$ cat config.mk
export PLATFORM = sky130hd
export DESIGN_NAME = segment_lcd_serial_write_framer_unit
export DESIGN_NICKNAME = d
export VERILOG_FILES = /design/src/rtl/core/slwf_pkg.sv /design/src/rtl/core/segment_lcd_serial_write_framer_unit.sv
export SDC_FILE = /design/constraint.sdc
export NUM_CORES = 1
export LEC_CHECK = 0
export BUFFER_PORTS_ARGS = -buffer_cell sky130_fd_sc_hd__buf_4
export CORE_ASPECT_RATIO = 0.75
export CORE_UTILIZATION = 53
export CTS_CLUSTER_SIZE = 24
export DETAILED_ROUTE_END_ITERATION = 10
export PLACE_DENSITY = 0.76
export SETUP_SLACK_MARGIN = 0.3
export SYNTH_ARGS = -nofsm -noshare
export SYNTH_HDL_FRONTEND = slang
export SYNTH_SLANG_ARGS = --single-unit
$ cat constraint.sdc
create_clock -name clk -period 2.67 [get_ports clk]
set_input_delay 0.6675 -clock clk [delete_from_list [all_inputs] [get_ports clk]]
set_output_delay 0.6675 -clock clk [all_outputs]
set_load 0.05 [all_outputs]
$ cat src/rtl/core/slwf_pkg.sv
// shared types, codes and the digit address map of the segment lcd write framer
`timescale 1ns / 1ps
`default_nettype none

package slwf_pkg;

    // item kinds carried on the slave-side tuser
    typedef enum logic [1:0] {
        OP_COMMAND = 2'd0,
        OP_DATA    = 2'd1,
        OP_GLYPH   = 2'd2,
        OP_UNUSED  = 2'd3
    } slwf_op_t;

    typedef enum logic {
        ST_IDLE  = 1'b0,
        ST_SHIFT = 1'b1
    } slwf_state_t;

    localparam logic [2:0] MODE_COMMAND = 3'b100;
    localparam logic [2:0] MODE_DATA    = 3'b101;

    localparam logic [3:0] LEN_COMMAND = 4'd12;
    localparam logic [3:0] LEN_DATA    = 4'd13;

    localparam int IN_TDATA_W  = 40;
    localparam int OUT_TDATA_W = 8;

    // display memory address for nibble k of digit d
    function automatic logic [5:0] addr_map(input logic [2:0] digit, input logic [1:0] k);
        logic [5:0] a;
        a = 6'd0;
        case ({digit, k})
            5'b000_00: a = 6'd1;
            5'b000_01: a = 6'd31;
            5'b000_10: a = 6'd30;
            5'b000_11: a = 6'd0;
            5'b001_00: a = 6'd3;
            5'b001_01: a = 6'd29;
            5'b001_10: a = 6'd27;
            5'b001_11: a = 6'd2;
            5'b010_00: a = 6'd5;
            5'b010_01: a = 6'd28;
            5'b010_10: a = 6'd26;
            5'b010_11: a = 6'd4;
            5'b011_00: a = 6'd7;
            5'b011_01: a = 6'd25;
            5'b011_10: a = 6'd24;
            5'b011_11: a = 6'd6;
            5'b100_00: a = 6'd9;
            5'b100_01: a = 6'd23;
            5'b100_10: a = 6'd22;
            5'b100_11: a = 6'd8;
            5'b101_00: a = 6'd11;
            5'b101_01: a = 6'd21;
            5'b101_10: a = 6'd20;
            5'b101_11: a = 6'd10;
            5'b110_00: a = 6'd13;
            5'b110_01: a = 6'd19;
            5'b110_10: a = 6'd18;
            5'b110_11: a = 6'd12;
            5'b111_00: a = 6'd15;
            5'b111_01: a = 6'd17;
            5'b111_10: a = 6'd16;
            5'b111_11: a = 6'd14;
            default:   a = 6'd0;
        endcase
        return a;
    endfunction

endpackage

`default_nettype wire

$ cat src/rtl/core/segment_lcd_serial_write_framer_unit.sv
// top level of the three-wire segment lcd serial write framer
`timescale 1ns / 1ps
`default_nettype none

// Turns write requests for a segment lcd controller into the bit stream of its
// three-wire link, one output beat per write clock pulse, msb first. A command
// (tuser 0) becomes a 12-bit frame: mode 100, eight command bits, a trailing 0.
// A data write (tuser 1) becomes a 13-bit frame: mode 101, six address bits,
// four data bits. A glyph write (tuser 2) splits its 16-bit segment pattern into
// four nibbles, high first, and sends each as a data-write frame to the address
// that a fixed digit-by-nibble map gives, 52 beats in all. Each output beat
// carries the data bit in tdata bit 0, frame end (chip select released after this
// bit) in tuser, and tlast on the final beat caused by the input beat. Kind 3 and
// a glyph whose digit is not below DIGIT_COUNT are taken and dropped with no
// output. The block works on one item at a time: a single down-counter and a
// 13-bit frame register with one bit-select mux deliver one bit per cycle while
// the output side does not stall, and an item holds the input closed until its
// last bit has left the frame register. The output beat sits in its own register,
// so the next input beat can be taken while the last bit still waits downstream.
module segment_lcd_serial_write_framer_unit
    import slwf_pkg::*;
#(
    parameter int DIGIT_COUNT = 8
) (
    input  wire logic                   clk,
    input  wire logic                   rst_n,
    // s_tdata from bit 0: command_code[7:0], address[5:0], nibble[3:0],
    // digit_position[2:0], segment_pattern[15:0], zero fill
    input  wire logic [IN_TDATA_W-1:0]  s_tdata,
    // s_tuser: opcode[1:0]
    input  wire logic [1:0]             s_tuser,
    input  wire logic                   s_tvalid,
    output logic                        s_tready,
    // m_tdata from bit 0: data_bit, zero fill
    output logic [OUT_TDATA_W-1:0]      m_tdata,
    // m_tuser: frame_end
    output logic [0:0]                  m_tuser,
    // run_last
    output logic                        m_tlast,
    output logic                        m_tvalid,
    input  wire logic                   m_tready
);

    localparam logic [3:0] DIGIT_LIMIT = 4'(DIGIT_COUNT);

    // unpacked input fields
    slwf_op_t    in_op;
    logic [7:0]  in_cmd;
    logic [5:0]  in_addr;
    logic [3:0]  in_nib;
    logic [2:0]  in_digit;
    logic [15:0] in_pat;

    assign in_op    = slwf_op_t'(s_tuser);
    assign in_cmd   = s_tdata[7:0];
    assign in_addr  = s_tdata[13:8];
    assign in_nib   = s_tdata[17:14];
    assign in_digit = s_tdata[20:18];
    assign in_pat   = s_tdata[36:21];

    slwf_state_t state_reg, state_next;
    logic [12:0] frame_shift_reg, frame_shift_next;
    logic [3:0]  bit_count_reg, bit_count_next;
    logic [1:0]  nibble_index_reg, nibble_index_next;
    logic [15:0] held_pattern_reg, held_pattern_next;
    logic [2:0]  held_digit_reg, held_digit_next;
    slwf_op_t    held_kind_reg, held_kind_next;
    logic        out_valid_reg, out_valid_next;
    logic        out_bit_reg, out_bit_next;
    logic        out_end_reg, out_end_next;
    logic        out_last_reg, out_last_next;

    logic        in_fire;
    logic        in_start;
    logic        digit_ok;
    logic        emit;
    logic        frame_done;
    logic        more_nibbles;
    logic [1:0]  next_index;
    logic [3:0]  next_part;
    logic [3:0]  bit_sel;

    assign s_tready   = (state_reg == ST_IDLE);
    assign in_fire    = s_tvalid && s_tready;
    assign digit_ok   = ({1'b0, in_digit} < DIGIT_LIMIT);
    assign in_start   = in_fire && ((in_op == OP_COMMAND) || (in_op == OP_DATA) ||
                                    ((in_op == OP_GLYPH) && digit_ok));

    // one bit leaves whenever the output register is free or being drained
    assign emit         = (state_reg == ST_SHIFT) && (!out_valid_reg || m_tready);
    assign frame_done   = (bit_count_reg == 4'd1);
    assign more_nibbles = (held_kind_reg == OP_GLYPH) && (nibble_index_reg != 2'd3);
    assign next_index   = 2'(nibble_index_reg + 2'd1);
    assign bit_sel      = 4'(bit_count_reg - 4'd1);

    always_comb
    begin
        case (next_index)
            2'd0:    next_part = held_pattern_reg[15:12];
            2'd1:    next_part = held_pattern_reg[11:8];
            2'd2:    next_part = held_pattern_reg[7:4];
            2'd3:    next_part = held_pattern_reg[3:0];
            default: next_part = held_pattern_reg[3:0];
        endcase
    end

    // next state
    always_comb
    begin
        state_next = state_reg;
        case (state_reg)
            ST_IDLE:
            begin
                if (in_start)
                begin
                    state_next = ST_SHIFT;
                end
            end
            ST_SHIFT:
            begin
                if (emit && frame_done && !more_nibbles)
                begin
                    state_next = ST_IDLE;
                end
            end
            default: state_next = ST_IDLE;
        endcase
    end

    // frame loading, shifting and the output register
    always_comb
    begin
        frame_shift_next  = frame_shift_reg;
        bit_count_next    = bit_count_reg;
        nibble_index_next = nibble_index_reg;
        held_pattern_next = held_pattern_reg;
        held_digit_next   = held_digit_reg;
        held_kind_next    = held_kind_reg;
        out_valid_next    = out_valid_reg && !m_tready;
        out_bit_next      = out_bit_reg;
        out_end_next      = out_end_reg;
        out_last_next     = out_last_reg;
        case (state_reg)
            ST_IDLE:
            begin
                if (in_start)
                begin
                    held_kind_next = in_op;
                    case (in_op)
                        OP_COMMAND:
                        begin
                            frame_shift_next = {1'b0, MODE_COMMAND, in_cmd, 1'b0};
                            bit_count_next   = LEN_COMMAND;
                        end
                        OP_DATA:
                        begin
                            frame_shift_next = {MODE_DATA, in_addr, in_nib};
                            bit_count_next   = LEN_DATA;
                        end
                        default:
                        begin
                            held_digit_next   = in_digit;
                            held_pattern_next = in_pat;
                            nibble_index_next = 2'd0;
                            frame_shift_next  = {MODE_DATA, addr_map(in_digit, 2'd0),
                                                 in_pat[15:12]};
                            bit_count_next    = LEN_DATA;
                        end
                    endcase
                end
            end
            ST_SHIFT:
            begin
                if (emit)
                begin
                    out_valid_next = 1'b1;
                    out_bit_next   = frame_shift_reg[bit_sel];
                    out_end_next   = frame_done;
                    out_last_next  = frame_done && !more_nibbles;
                    bit_count_next = 4'(bit_count_reg - 4'd1);
                    // glyph: chain the next nibble's data-write frame
                    if (frame_done && more_nibbles)
                    begin
                        nibble_index_next = next_index;
                        frame_shift_next  = {MODE_DATA,
                                             addr_map(held_digit_reg, next_index),
                                             next_part};
                        bit_count_next    = LEN_DATA;
                    end
                end
            end
            default: ;
        endcase
    end

    always_ff @(posedge clk or negedge rst_n)
    begin
        if (!rst_n)
        begin
            state_reg        <= ST_IDLE;
            bit_count_reg    <= 4'd0;
            nibble_index_reg <= 2'd0;
            held_kind_reg    <= OP_COMMAND;
            out_valid_reg    <= 1'b0;
        end
        else
        begin
            state_reg        <= state_next;
            bit_count_reg    <= bit_count_next;
            nibble_index_reg <= nibble_index_next;
            held_kind_reg    <= held_kind_next;
            out_valid_reg    <= out_valid_next;
        end
    end

    // payload, no reset needed
    always_ff @(posedge clk)
    begin
        frame_shift_reg  <= frame_shift_next;
        held_pattern_reg <= held_pattern_next;
        held_digit_reg   <= held_digit_next;
        out_bit_reg      <= out_bit_next;
        out_end_reg      <= out_end_next;
        out_last_reg     <= out_last_next;
    end

    assign m_tvalid = out_valid_reg;
    assign m_tdata  = {{(OUT_TDATA_W-1){1'b0}}, out_bit_reg};
    assign m_tuser  = out_end_reg;
    assign m_tlast  = out_last_reg;

endmodule

`default_nettype wire

---- Yosys cells after proc, flatten, opt, wreduce, memory -nomap -nowiden ----
Memories as Yosys holds them, arrays and structs flattened.
Cells that the tools add are included.
storage, ports and cells
  flip-flop bits (word level) ............. 45
  ROM bits ................................ 160
  input bits .............................. 46
  output and inout port bits .............. 12
  word-level logic and storage cells ...... 85
  memories ................................ 1
operators by class
  add/subtract/negate cells ............... 2
  $lt $le $gt $ge ......................... 1
  equality and inequality tests ........... 19
  multiplexer cells ....................... 24
  bitwise gates (word level) .............. 2
  reductions and logical operators ........ 25
memory list
  memory            depth  width  rd ports  clocked after Yosys merged registers in  wr ports  RTL line        RTL
  (name not given)  32     5      1         0                                        0         slwf_pkg.sv:33  case ({digit, k})
operators with widths
  operator                                                                  count
  13-bit case mux with 2 select lines                                       2
  6-bit case mux with 8 select lines                                        1
  13-bit 2-to-1 mux                                                         3
  4-bit case mux with 4 select lines                                        1
  3-bit equality test (second input constant)                               4
  4-bit 2-to-1 mux                                                          3
  1-bit logical AND                                                         9
  2-bit equality test (second input constant)                               4
  2-bit 2-to-1 mux                                                          4
  4-bit case mux with 2 select lines                                        1
  3-bit by 2-bit equality test with 1-bit output (second input constant)    2
  1-bit 2-to-1 mux                                                          6
  2-bit by 1-bit inequality test with 1-bit output (second input constant)  3
  2-bit AND reduction                                                       3
  3-bit AND reduction                                                       2
  4-bit by 5-bit < comparator with 1-bit output (second input constant)     1
  1-bit binary-select mux with 4-bit select                                 1
  2-bit by 1-bit equality test with 1-bit output (second input constant)    2
  4-bit by 1-bit equality test with 1-bit output (second input constant)    1
  2-bit logical NOT                                                         2
  2-bit inequality test (second input constant)                             2
  2-bit case mux with 2 select lines                                        1
  4-bit AND reduction                                                       1
  4-bit by 1-bit subtractor with 4-bit output (second input constant)       1
  8 further kinds                                                           13

---- Logic depth before layout (Yosys ltp) ----
Gate-level depths: netlist (run 1).
  word-level depth ........................ 7
  mapped depth ............................ 7
  depth with buffers taken out ............ 7

---- Worst setup path after synthesis (run 1) ----
OpenSTA, ideal clock, no wires.
  path kind ............................... reg-to-reg
  from .................................... register bit_count_reg[1]
  to ...................................... register frame_shift_reg[0], enable pin
  library setup time ...................... 0.380 ns
  arrival time ............................ 1.703 ns
  data required time ...................... 2.290 ns
  path slack .............................. 0.587 ns
  cell stages (with the launch flop) ...... 7
  path buffers ............................ 0
  period minus slack after synthesis ...... 2.083 ns
  path through ............................ dfrtp_1 > inv_1 > ha_1 > or3b_4 > inv_1 > a21oi_1 > nor2_1
on the way
  word-level cells in the longest chain between the ends .. 4
ends and longest elaborated chain
  what                                                               RTL line                                     RTL
  start: declaration                                                 segment_lcd_serial_write_framer_unit.sv:63   logic [3:0] bit_count_reg, bit_count_next;
  start signal: assignment                                           segment_lcd_serial_write_framer_unit.sv:209  bit_count_reg <= bit_count_next;
  4-bit by 1-bit equality test with 1-bit output                     segment_lcd_serial_write_framer_unit.sv:91   assign frame_done = (bit_count_reg == 4'd1);
  named net frame_done                                               segment_lcd_serial_write_framer_unit.sv:77   logic frame_done;
  1-bit logical AND                                                  segment_lcd_serial_write_framer_unit.sv:182  if (frame_done && more_nibbles)
  2-bit by 1-bit inequality test with 1-bit output (no source line)  --
  3-bit AND reduction (no source line)                               --
  end signal: assignment                                             segment_lcd_serial_write_framer_unit.sv:219  frame_shift_reg <= frame_shift_next;
  end: declaration                                                   segment_lcd_serial_write_framer_unit.sv:62   logic [12:0] frame_shift_reg, frame_shift_next;
The timed path passes the listed nets, and every way through them passes these cells.
A chain may end at the register's enable or synchronous reset.

---- Worst setup path after layout (run 1) ----
  from .................................... register bit_count_reg[0]
  to ...................................... register frame_shift_reg[3], enable pin
The elaborated chain is that of the path after synthesis.

==> results of run 1 <==
-- kinds of logic after synthesis --
family	after synthesis	synth area share
AO/OA/AOI/OAI	50	0.149
AND/OR/NAND/NOR	47	0.104
flip-flops	44	0.538
buffers and inverters	29	0.0620
multiplexers	18	0.0906
adder cells (fa/ha/maj)	8	0.0424
XOR/XNOR	3	0.0111
other	1	0.00159
-- final timing paths --
kind                                             end  slack, ps  cells past startpoint
worst max register to register    frame_shift_reg[3]        670                      6
worst min-delay path                bit_count_reg[1]        180                      1
min in group clk                held_pattern_reg[11]        540                      1
worst min register to register      held_kind_reg[0]        550                      2
max in group asynchronous                   m_tvalid       2330                      1
worst max-delay path              frame_shift_reg[3]        670                      6
-- per-layer routing --
layer	global-route usage	vias up
met5	0	-
met4	0.0779	0
met3	0.0504	8
met2	0.315	34
met1	0.321	759
li1	-	821
-- cell usage after synthesis (2+ instances only) --
library cell	count
or3b_4	2
dfrtp_1	10
mux4_2	2
a211o_1	2
buf_2	6
o21ai_0	10
ha_1	8
nor2_1	17
a222oi_1	4
buf_4	8
buf_1	2
nand2_1	10
nand2b_1	2
o31ai_1	2
a21oi_1	12
nand3_1	3
o311ai_0	2
xnor2_1	2
nor3b_1	3
a211oi_1	2
mux2i_1	11
a31oi_1	3
nor3_1	2
clkbuf_1	3
o211ai_1	5
inv_1	9
edfxtp_1	34
mux2_2	4
and2_1	2
-- where the power goes --
group / internal [W] / switching [W]
clock: 0.000177 / 0.000214
combinational: 0.000459 / 0.000626
sequential: 0.000914 / 0.000102
-- cell type report --
cell class / count / area share
clock buffer: 5 / 0.0245
clock inverter: 3 / 0.00490
inverter: 10 / 0.0134
multi-input combinational: 133 / 0.344
sequential: 44 / 0.453
tap: 55 / 0.0245
timing repair buffer: 51 / 0.136
-- per-stage QoR --
| step | power, W | std cells |
|---|---|---|
| 6_report | 0.00249 | 301 |
| 5_1_grt | 0.00266 | 301 |
| 4_1_cts | 0.00251 | 301 |
| 3_5_place_dp | 0.00211 | 293 |
| 3_3_place_gp | 0.00210 | 293 |
| 2_1_floorplan | 0.00186 | 206 |
==> out/metrics.csv, run 1 <==
stage,metric,value,unit
run_status,status,finished clean,
detailed_routing,met1 wire length,2240,um
finish,Largest register FFs,16,
finish,layout cells sized above 1,0.301,
synth,ys flop type,edfxtp_1,
timing,RSZ-0062 raised after global routing,no,
grt,initial antenna violation count,0,
setup_path,critical path class,register to register,
placement,Placed Area,2730,um^2
finish,Fillers,339,
synth,sequential area share after synthesis,0.538,
setup_path,worst path cell trace,ha_1 > or3b_4 > inv_1 > a21oi_1 > nor2_1 > buf_4,
synth,cell accounting for the most synthesized area,edfxtp_1,
detailed_routing,DR WL met3,184,um
finish,most frequent cells in the layout,"51 x buf_4, 34 x edfxtp_1, 17 x nor2_1, 12 x a21oi_1, 11 x mux2i_1",
synth,Post-synth ARST share,0.227,
floorplan,area of the core,4150,um^2
timing,Post-Route Skew,8.86,ps
worst_hold_path,HP Class,primary input to async pin,
timing,"Worst Setup Slack, final",671,ps
timing,"Min Clock Period, post-route",2000,ps
timing,Max Fclk,500,MHz
placement,pre-CTS WS,666,ps
setup_path,Worst Path Arrival,2000,ps
power_and_ir_drop,Max IR drop VDD,0.512,mV
detailed_routing,antenna-violating nets left,0,
finish,ANT cells,0,
setup_path,"delay-heaviest family, CP",flip-flops,
detailed_routing,met2 WL post-DR,1950,um
grt,first-pass GRT wire length,7490,um
detailed_routing,top sig layer,met4,
grt,aggregate global-route resource usage,0.218,
synth,Synth Area per Inst,11.8,um^2
clock_tree,TritonCTS clock tree,built,
finish,multi-input logic area,966,um^2
finish,final core utilization,0.676,
setup_path,Reg2Reg Launch Point,bit_count_reg[0],
synth,post-synth top area share,0.432,
setup_path,CP max FO,12,
finish,FF+latch area,1270,um^2
clock_tree,Post-CTS Setup Bufs,0,
timing,Min Hold Slack,185,ps
placement,GPL Wtd Cong,0.798,
timing,Final Setup Violations,0,
clock_tree,CTS Buffer Depth,2,
synth,top post-synthesis cells by area,"edfxtp_1 43%, dfrtp_1 11%, mux2i_1 4.7%, ha_1 4.2%, nor2_1 2.7%",
finish,area delta synth->final,19.0,%
setup_path,required time of the critical path,2670,ps
placement,I/O Buffers,47,
timing,period utilisation layout,0.749,
floorplan,DIE AREA,4730,um^2
floorplan,Top Ports,58,
floorplan,Die H,59.8,um
detailed_routing,DR pass1 iterations,4,
finish,cell area after layout,2810,um^2
grt,vias in the first global route,1610,
setup_path,Worst setup SP type,register,
timing,"Hold Violations, Final",0,
clock_tree,cts hold-fix bufs,0,
timing,setup TNS,0,ps
setup_path,CP Capture Type,register,
detailed_routing,vias per cell,5.39,
detailed_routing,initial DRC count,107,
floorplan,die width,79.1,um
finish,nets@finish,299,
setup_path,largest stage delay on the critical path,550,ps
synth,synthesized area,2360,um^2
setup_path,slowest CP cell,dfrtp_1,
grt,GRT overflow,0,
detailed_routing,final wirelength,4440,um
clock_tree,Root Buffer,clkbuf_8,
setup_path,crit path launch,bit_count_reg[0],
clock_tree,Clock transition at path regs,80,ps
timing,final number of max-transition violations,0,
synth,Mapped Cells,200,
placement,Final HPWL DP,3380,um
clock_tree,# resized after CTS,0,
synth,post-synth cell types,47,
clock_tree,Sink Count,44,
power_and_ir_drop,PD cells,888,nW/um^2
power_and_ir_drop,Pleak,1.13,nW
clock_tree,H-tree levels,2,
flow_run,max cap viols,0,
grt,largest net degree at the start of global routing,22,
finish,"most common cell after layout, fill and taps aside",buf_4,
clock_tree,CTS buffer count,5,
detailed_routing,via count,1622,
synth,"EDFF count, synth",34,
detailed_routing,# DRC,0,
setup_path,CP Buf/Inv Count,2,
floorplan,Rows,20,
detailed_routing,WL per Instance,14.8,um
floorplan,initial core utilization,0.568,
synth,YS warnings,0,
clock_tree,worst-skew pair later-pin latency,300,ps
synth,#FFs+latches synth,44,
Power figures use the tool's default switching activity.
==> inputs of run 2 (changes only) <==
- ABC_AREA: unset -> 1
- CORE_UTILIZATION: 53 -> 48
- PLACE_DENSITY: 0.76 -> 0.72
- clock period: 2.67 -> 1.7 ns (I/O delays scaled with it)
==> out/metrics.csv, run 2 <==
stage,metric,value,unit,change
timing,Min Hold Slack,302,ps,+118 ps
timing,setup TNS,0,ps,unchanged
clock_tree,Sink Count,44,,unchanged
placement,I/O Buffers,47,,unchanged
setup_path,required time of the critical path,1720,ps,-950 ps
run_status,status,finished with violations,,
timing,"Min Clock Period, post-route",1600,ps,-397 ps
timing,Post-Route Skew,6.02,ps,-2.85 ps
synth,Synth Area per Inst,8.99,um^2,-24%
clock_tree,worst-skew pair later-pin latency,290,ps,about the same
setup_path,slowest CP cell,dfrtp_2,,
floorplan,Rows,22,,+10%
synth,Synth Area in Simple Gates,0.265,,+0.160
detailed_routing,met2 WL post-DR,2410,um,+23%
finish,ANT cells,0,,unchanged
synth,post-synth top area share,0.419,,-0.0135
detailed_routing,via count,1996,,+23%
power_and_ir_drop,Max IR drop VDD,0.753,mV,+47%
timing,"Hold Violations, Final",0,,unchanged
timing,Final Setup Violations,0,,unchanged
finish,most frequent cells in the layout,"94 x nand2_1, 61 x buf_4, 34 x edfxtp_1, 20 x inv_1, 20 x nand3_1",,
detailed_routing,vias per cell,4.94,,-8.3%
power_and_ir_drop,Logic pwr share,0.544,,+0.108
setup_path,CP max FO,6,,-6
clock_tree,TritonCTS clock tree,built,,
floorplan,initial core utilization,0.497,,-0.0709
setup_path,r2r setup slk,100,ps,-570 ps
finish,layout cells sized above 1,0.381,,+0.0800
timing,final number of max-transition violations,0,,unchanged
floorplan,Die H,63.7,um,+6.5%
setup_path,Worst setup SP type,register,,
power_and_ir_drop,P_sw,0.00221,W,+130%
grt,vias in the first global route,1888,,+17%
worst_hold_path,HP Class,primary input to register,,
setup_path,"delay-heaviest family, CP",flip-flops,,
synth,YS warnings,0,,unchanged
grt,aggregate global-route resource usage,0.212,,-0.00546
synth,Mapped Cells,271,,+36%
clock_tree,Clock transition at path regs,90,ps,about the same
placement,GPL Wtd Cong,0.847,,+6.2%
placement,Final HPWL DP,3950,um,+17%
power_and_ir_drop,Pleak,1.51,nW,+33%
finish,Largest register FFs,16,,unchanged
timing,RSZ-0062 raised after global routing,yes,,
detailed_routing,WL per Instance,13.3,um,-10%
setup_path,worst path cell trace,ha_4 > inv_4 > nand2_4 > nor2_4 > nand2_2 > nand2_4 > inv_4 > nor2_4 > clkbuf_16,,
detailed_routing,final wirelength,5360,um,+21%
setup_path,CP Capture Type,register,,
power_and_ir_drop,PD cells,1620,nW/um^2,+82%
setup_path,largest stage delay on the critical path,450,ps,-100 ps
synth,cell accounting for the most synthesized area,edfxtp_1,,
floorplan,area of the core,4900,um^2,+18%
finish,nets@finish,397,,+33%
synth,"EDFF count, synth",34,,unchanged
power_and_ir_drop,Clk pwr share,0.145,,-0.012
setup_path,cells on worst reg2reg path,9,,+3
synth,Synth Area in Compound Gates,0.0683,,-0.0812
detailed_routing,top sig layer,met4,,
detailed_routing,DR pass1 iterations,7,,+3
finish,"most common cell after layout, fill and taps aside",nand2_1,,
finish,area delta synth->final,38.4,%,
floorplan,die width,84.3,um,+6.6%
timing,Max Fclk,624,MHz,+25%
power_and_ir_drop,switching power as a share of total power,0.405,,+0.0266
worst_hold_path,Hold Path Depth,1,,
timing,period utilisation layout,0.942,,+0.193
power_and_ir_drop,internal power,0.00325,W,+110%
setup_path,CP Buf/Inv Count,3,,+1
clock_tree,CTS buffer count,5,,unchanged
detailed_routing,antenna-violating nets left,0,,unchanged
grt,GRT overflow,0,,unchanged
placement,Cells after DPL,381,,+30%
synth,post-synth cell types,33,,-30%
synth,Post-synth ARST share,0.227,,unchanged
synth,synthesized area,2440,um^2,+3.2%
synth,post-synthesis mux area share,0,,-0.0906
synth,top post-synthesis cells by area,"edfxtp_1 42%, nand2_1 15%, dfrtp_1 10%, nand3_1 4.3%, ha_1 4.1%",,
setup_path,Worst Path Arrival,1630,ps,-370 ps
grt,first-pass GRT wire length,8710,um,+16%
grt,largest net degree at the start of global routing,19,,-14%
flow_run,max cap viols,0,,unchanged
clock_tree,CTS Buffer Depth,2,,unchanged
detailed_routing,DR WL met3,263,um,+43%
setup_path,critical path class,register to register,,
synth,ys flop type,edfxtp_1,,
detailed_routing,# DRC,3,,+3
clock_tree,Root Buffer,clkbuf_8,,
synth,most common library cells after synthesis,"96 x nand2_1, 34 x edfxtp_1, 24 x inv_1, 21 x nand3_1, 10 x dfrtp_1",,
finish,Finished Layout Cells,404,,+34%
run_status,violated checks,DRC,,
detailed_routing,initial DRC count,96,,-10%
detailed_routing,met1 wire length,2670,um,+19%
power_and_ir_drop,sequential power share,0.310,,-0.098
synth,sequential area share after synthesis,0.522,,-0.0169
synth,leading cell type by number of instances after synthesis,nand2_1,,
synth,largest family of logic cells by synthesized area,simple AND/OR/NAND/NOR gates,,
grt,initial antenna violation count,0,,unchanged
floorplan,Top Ports,58,,unchanged
floorplan,DIE AREA,5370,um^2,+14%
synth,post-synthesis xor/xnor area fraction,0.00719,,-0.00394
synth,adder-cell share of the synthesized area,0.0411,,-0.00133
setup_path,Worst path depth,9,,+3
clock_tree,H-tree levels,2,,unchanged
synth,#FFs+latches synth,44,,unchanged
run 2: through the flow:
step / utilization / cell area (um^2) / setup slack (ps) / total power, W
global placement: 0.600 / 2940 / 94.0 / 0.00397
CTS: 0.657 / 3220 / 112 / 0.00515
global route: 0.689 / 3370 / 25.3 / 0.00586
detailed placement: 0.600 / 2940 / 81.8 / 0.00400
finish: 0.689 / 3370 / 98.2 / 0.00546
floorplan: - / 2510 / 77.6 / 0.00339
run 2: area by class of cell:
| type | count | area, um^2 |
|---|---|---|
| sequential | 44 | 1280 |
| clock inverter | 2 | 35.0 |
| tap | 60 | 75.1 |
| multi-input combinational | 188 | 1150 |
| fill | 400 | 1530 |
| clock buffer | 6 | 72.6 |
| inverter | 32 | 143 |
| timing repair buffer | 72 | 624 |
run 2: logic make-up after synthesis:
family | after synthesis
xor+xnor | 2
compound gates | 27
fa+ha+maj | 8
buf+inv | 45
flops | 44
other cells | 1
simple gates | 144
run 2: what timing repair did:
item,4_1_cts,5_1_grt
hold buffers,1,0
endpoints found under the setup margin,26,29
gates cloned,0,1
resized for setup,29,17
hold endpoints to repair,10,0
setup buffers,6,7
pin swaps,7,12
run 2: power by group through the flow:
stage | logic (W) | registers [W] | clock network (W)
floorplan | 0.00165 | 0.00174 | 0
global placement | 0.00229 | 0.00169 | 0
detailed placement | 0.00231 | 0.00169 | 0
CTS | 0.00266 | 0.00169 | 0.000797
global route | 0.00329 | 0.00172 | 0.000845
finish | 0.00297 | 0.00169 | 0.000793
run 2: metal layers:
layer	track usage	up-vias
met5	0	-
met1	0.313	919
met3	0.0393	2
met4	0.0560	0
li1	-	1019
met2	0.323	56
run 2: final timing paths:
| path | from | endpoint |
|---|---|---|
| setup / recovery | nibble_index_reg[1] | frame_shift_reg[9] |
| hold / removal | s_tdata[26] | held_pattern_reg[5] |
| setup reg to reg | nibble_index_reg[1] | frame_shift_reg[9] |
| hold reg to reg | m_tvalid | m_tvalid |
| max in group asynchronous | rst_n | nibble_index_reg[0] |
| min in group asynchronous | rst_n | bit_count_reg[3] |
==> inputs of run 3 (changes only) <==
- CORE_UTILIZATION: 48 -> 53
- PLACE_DENSITY: 0.72 -> 0.76
- clock period: 1.7 -> 1.8 ns (I/O delays scaled with it)
==> out/metrics.csv, run 3 (synthesis results as in run 2) <==
stage,metric,value,unit,change
grt,initial antenna violation count,0,,unchanged
setup_path,CP Buf/Inv Count,3,,unchanged
power_and_ir_drop,Clk pwr share,0.118,,-0.027
detailed_routing,antenna-violating nets left,0,,unchanged
floorplan,initial core utilization,0.576,,+0.0789
setup_path,crit path launch,nibble_index_reg[0],,
power_and_ir_drop,switching power as a share of total power,0.425,,+0.0207
power_and_ir_drop,internal power,0.00279,W,-14%
timing,Max Fclk,615,MHz,-1.5%
floorplan,die width,80.3,um,-4.7%
clock_tree,H-tree levels,2,,unchanged
floorplan,area of the core,4230,um^2,-14%
detailed_routing,# DRC,0,,-3
power_and_ir_drop,P_sw,0.00206,W,-6.6%
placement,Final HPWL DP,3990,um,+1.1%
run_status,status,finished clean,,
clock_tree,CTS buffer count,5,,unchanged
floorplan,Top Ports,58,,unchanged
clock_tree,Root Buffer,clkbuf_8,,
power_and_ir_drop,sequential power share,0.332,,+0.022
timing,final number of max-transition violations,0,,unchanged
finish,Fillers,308,,-23%
floorplan,Rows,20,,-9.1%
setup_path,Worst path depth,9,,unchanged
placement,Cells after DPL,373,,-2.1%
power_and_ir_drop,Max IR drop VDD,0.914,mV,+21%
worst_hold_path,Hold Path Depth,1,,unchanged
clock_tree,worst-skew pair later-pin latency,290,ps,about the same
clock_tree,CTS Buffer Depth,2,,unchanged
detailed_routing,via count,1990,,-0.30%
placement,GPL Wtd Cong,0.915,,+8.0%
finish,ANT cells,0,,unchanged
finish,nets@finish,392,,-1.3%
timing,Final Setup Violations,0,,unchanged
power_and_ir_drop,PD cells,1510,nW/um^2,-6.7%
placement,pre-CTS WS,79.3,ps,-2.55 ps
finish,most frequent cells in the layout,"95 x nand2_1, 60 x buf_4, 34 x edfxtp_1, 21 x inv_1, 20 x nand3_1",,
timing,period utilisation layout,0.903,,-0.0388
flow_run,max cap viols,0,,unchanged
finish,layout cells sized above 1,0.337,,-0.0435
grt,vias in the first global route,1727,,-8.5%
timing,Post-Route Skew,8.35,ps,+2.33 ps
setup_path,worst path cell trace,ha_4 > clkinv_4 > nand2_4 > nor2_4 > nand2_2 > nand2_4 > inv_4 > nor2_4 > clkbuf_16,,
setup_path,Worst Path Arrival,1630,ps,about the same
detailed_routing,vias per cell,5.06,,+2.5%
setup_path,CP Capture Type,register,,
finish,Finished Layout Cells,393,,-2.7%
floorplan,DIE AREA,4880,um^2,-9.2%
detailed_routing,WL per Instance,14.1,um,+6.1%
setup_path,"delay-heaviest family, CP",flip-flops,,
detailed_routing,DR pass1 iterations,4,,-3
grt,largest net degree at the start of global routing,20,,+1
setup_path,required time of the critical path,1800,ps,+80 ps
clock_tree,Clock transition at path regs,80,ps,about the same
setup_path,critical path class,register to register,,
grt,GRT overflow,0,,unchanged
setup_path,CP max FO,6,,unchanged
power_and_ir_drop,Logic pwr share,0.550,,+0.006
detailed_routing,final wirelength,5530,um,+3.2%
worst_hold_path,Hold EP,held_pattern_reg[11],,
setup_path,slowest CP cell,dfrtp_2,,
setup_path,cells on worst reg2reg path,9,,unchanged
finish,Largest register FFs,16,,unchanged
clock_tree,Sink Count,44,,unchanged
timing,"Hold Violations, Final",0,,unchanged
worst_hold_path,HP Start,s_tdata[32],,
grt,first-pass GRT wire length,8260,um,-5.2%
clock_tree,TritonCTS clock tree,built,,
power_and_ir_drop,Pleak,1.45,nW,-4.1%
timing,"Min Clock Period, post-route",1630,ps,+24.4 ps
setup_path,Reg2Reg Launch Point,nibble_index_reg[0],,
timing,setup TNS,0,ps,unchanged
finish,final core utilization,0.760,,+0.0710
finish,"most common cell after layout, fill and taps aside",nand2_1,,
setup_path,r2r setup slk,170,ps,+80 ps
detailed_routing,initial DRC count,141,,+47%
finish,area delta synth->final,31.8,%,
placement,Placed Area,2890,um^2,-1.8%
setup_path,largest stage delay on the critical path,450,ps,about the same
setup_path,r2r endpoint,frame_shift_reg[4],,
worst_hold_path,HP Class,primary input to register,,
floorplan,Die H,60.7,um,-4.7%
timing,RSZ-0062 raised after global routing,yes,,
placement,I/O Buffers,47,,unchanged
setup_path,Worst setup SP type,register,,
timing,"Worst Setup Slack, final",174,ps,+75.6 ps
grt,aggregate global-route resource usage,0.235,,+0.0224
finish,cell area after layout,3210,um^2,-4.8%
[run 3: layer usage]
layer  up-vias  part of all wire  track usage
met5         -                 0            0
met4         0            0.0016       0.0434
met3         2             0.067       0.0571
met2        76              0.46        0.361
met1       906              0.47        0.344
li1       1006                 -            -
[run 3: layout make-up]
cell class | count | area [um^2] | area share
multi-input combinational | 188 | 1090 | 0.339
sequential | 44 | 1270 | 0.396
tap | 55 | 68.8 | 0.0214
timing repair buffer | 67 | 567 | 0.176
inverter | 32 | 138 | 0.0428
clock buffer | 6 | 72.6 | 0.0226
clock inverter | 1 | 5.00 | 0.00156
[run 3: power groups by stage]
stage               clock network, W  logic [W]  registers (W)
finish                      0.000573    0.00266        0.00161
global route                0.000612    0.00288        0.00163
detailed placement                 0    0.00214        0.00160
global placement                   0    0.00210        0.00159
floorplan                          0    0.00149        0.00164
CTS                         0.000577    0.00233        0.00158
[run 3: how the worst max path moves through the flow]
stage	slack, ps	to
finish	170	frame_shift_reg[4]
global route	130	frame_shift_reg[11]
CTS	190	frame_shift_reg[0]
detailed placement	80	frame_shift_reg[5]
global placement	90	frame_shift_reg[7]
floorplan	180	frame_shift_reg[0]
[run 3: per-stage QoR]
step	total power [W]	hold slack (ps)
global route	0.00512	323
CTS	0.00449	328
finish	0.00485	333
floorplan	0.00313	154
global placement	0.00369	288
detailed placement	0.00375	290
[run 3: what timing repair did]
action | in CTS | in global routing
cloned | 0 | 1
resized for setup | 15 | 18
pin swaps | 1 | 13
hold buffers | 1 | 0
hold endpoints to repair | 10 | 0
buffers inserted | 4 | 7
endpoints found under the setup margin | 22 | 23
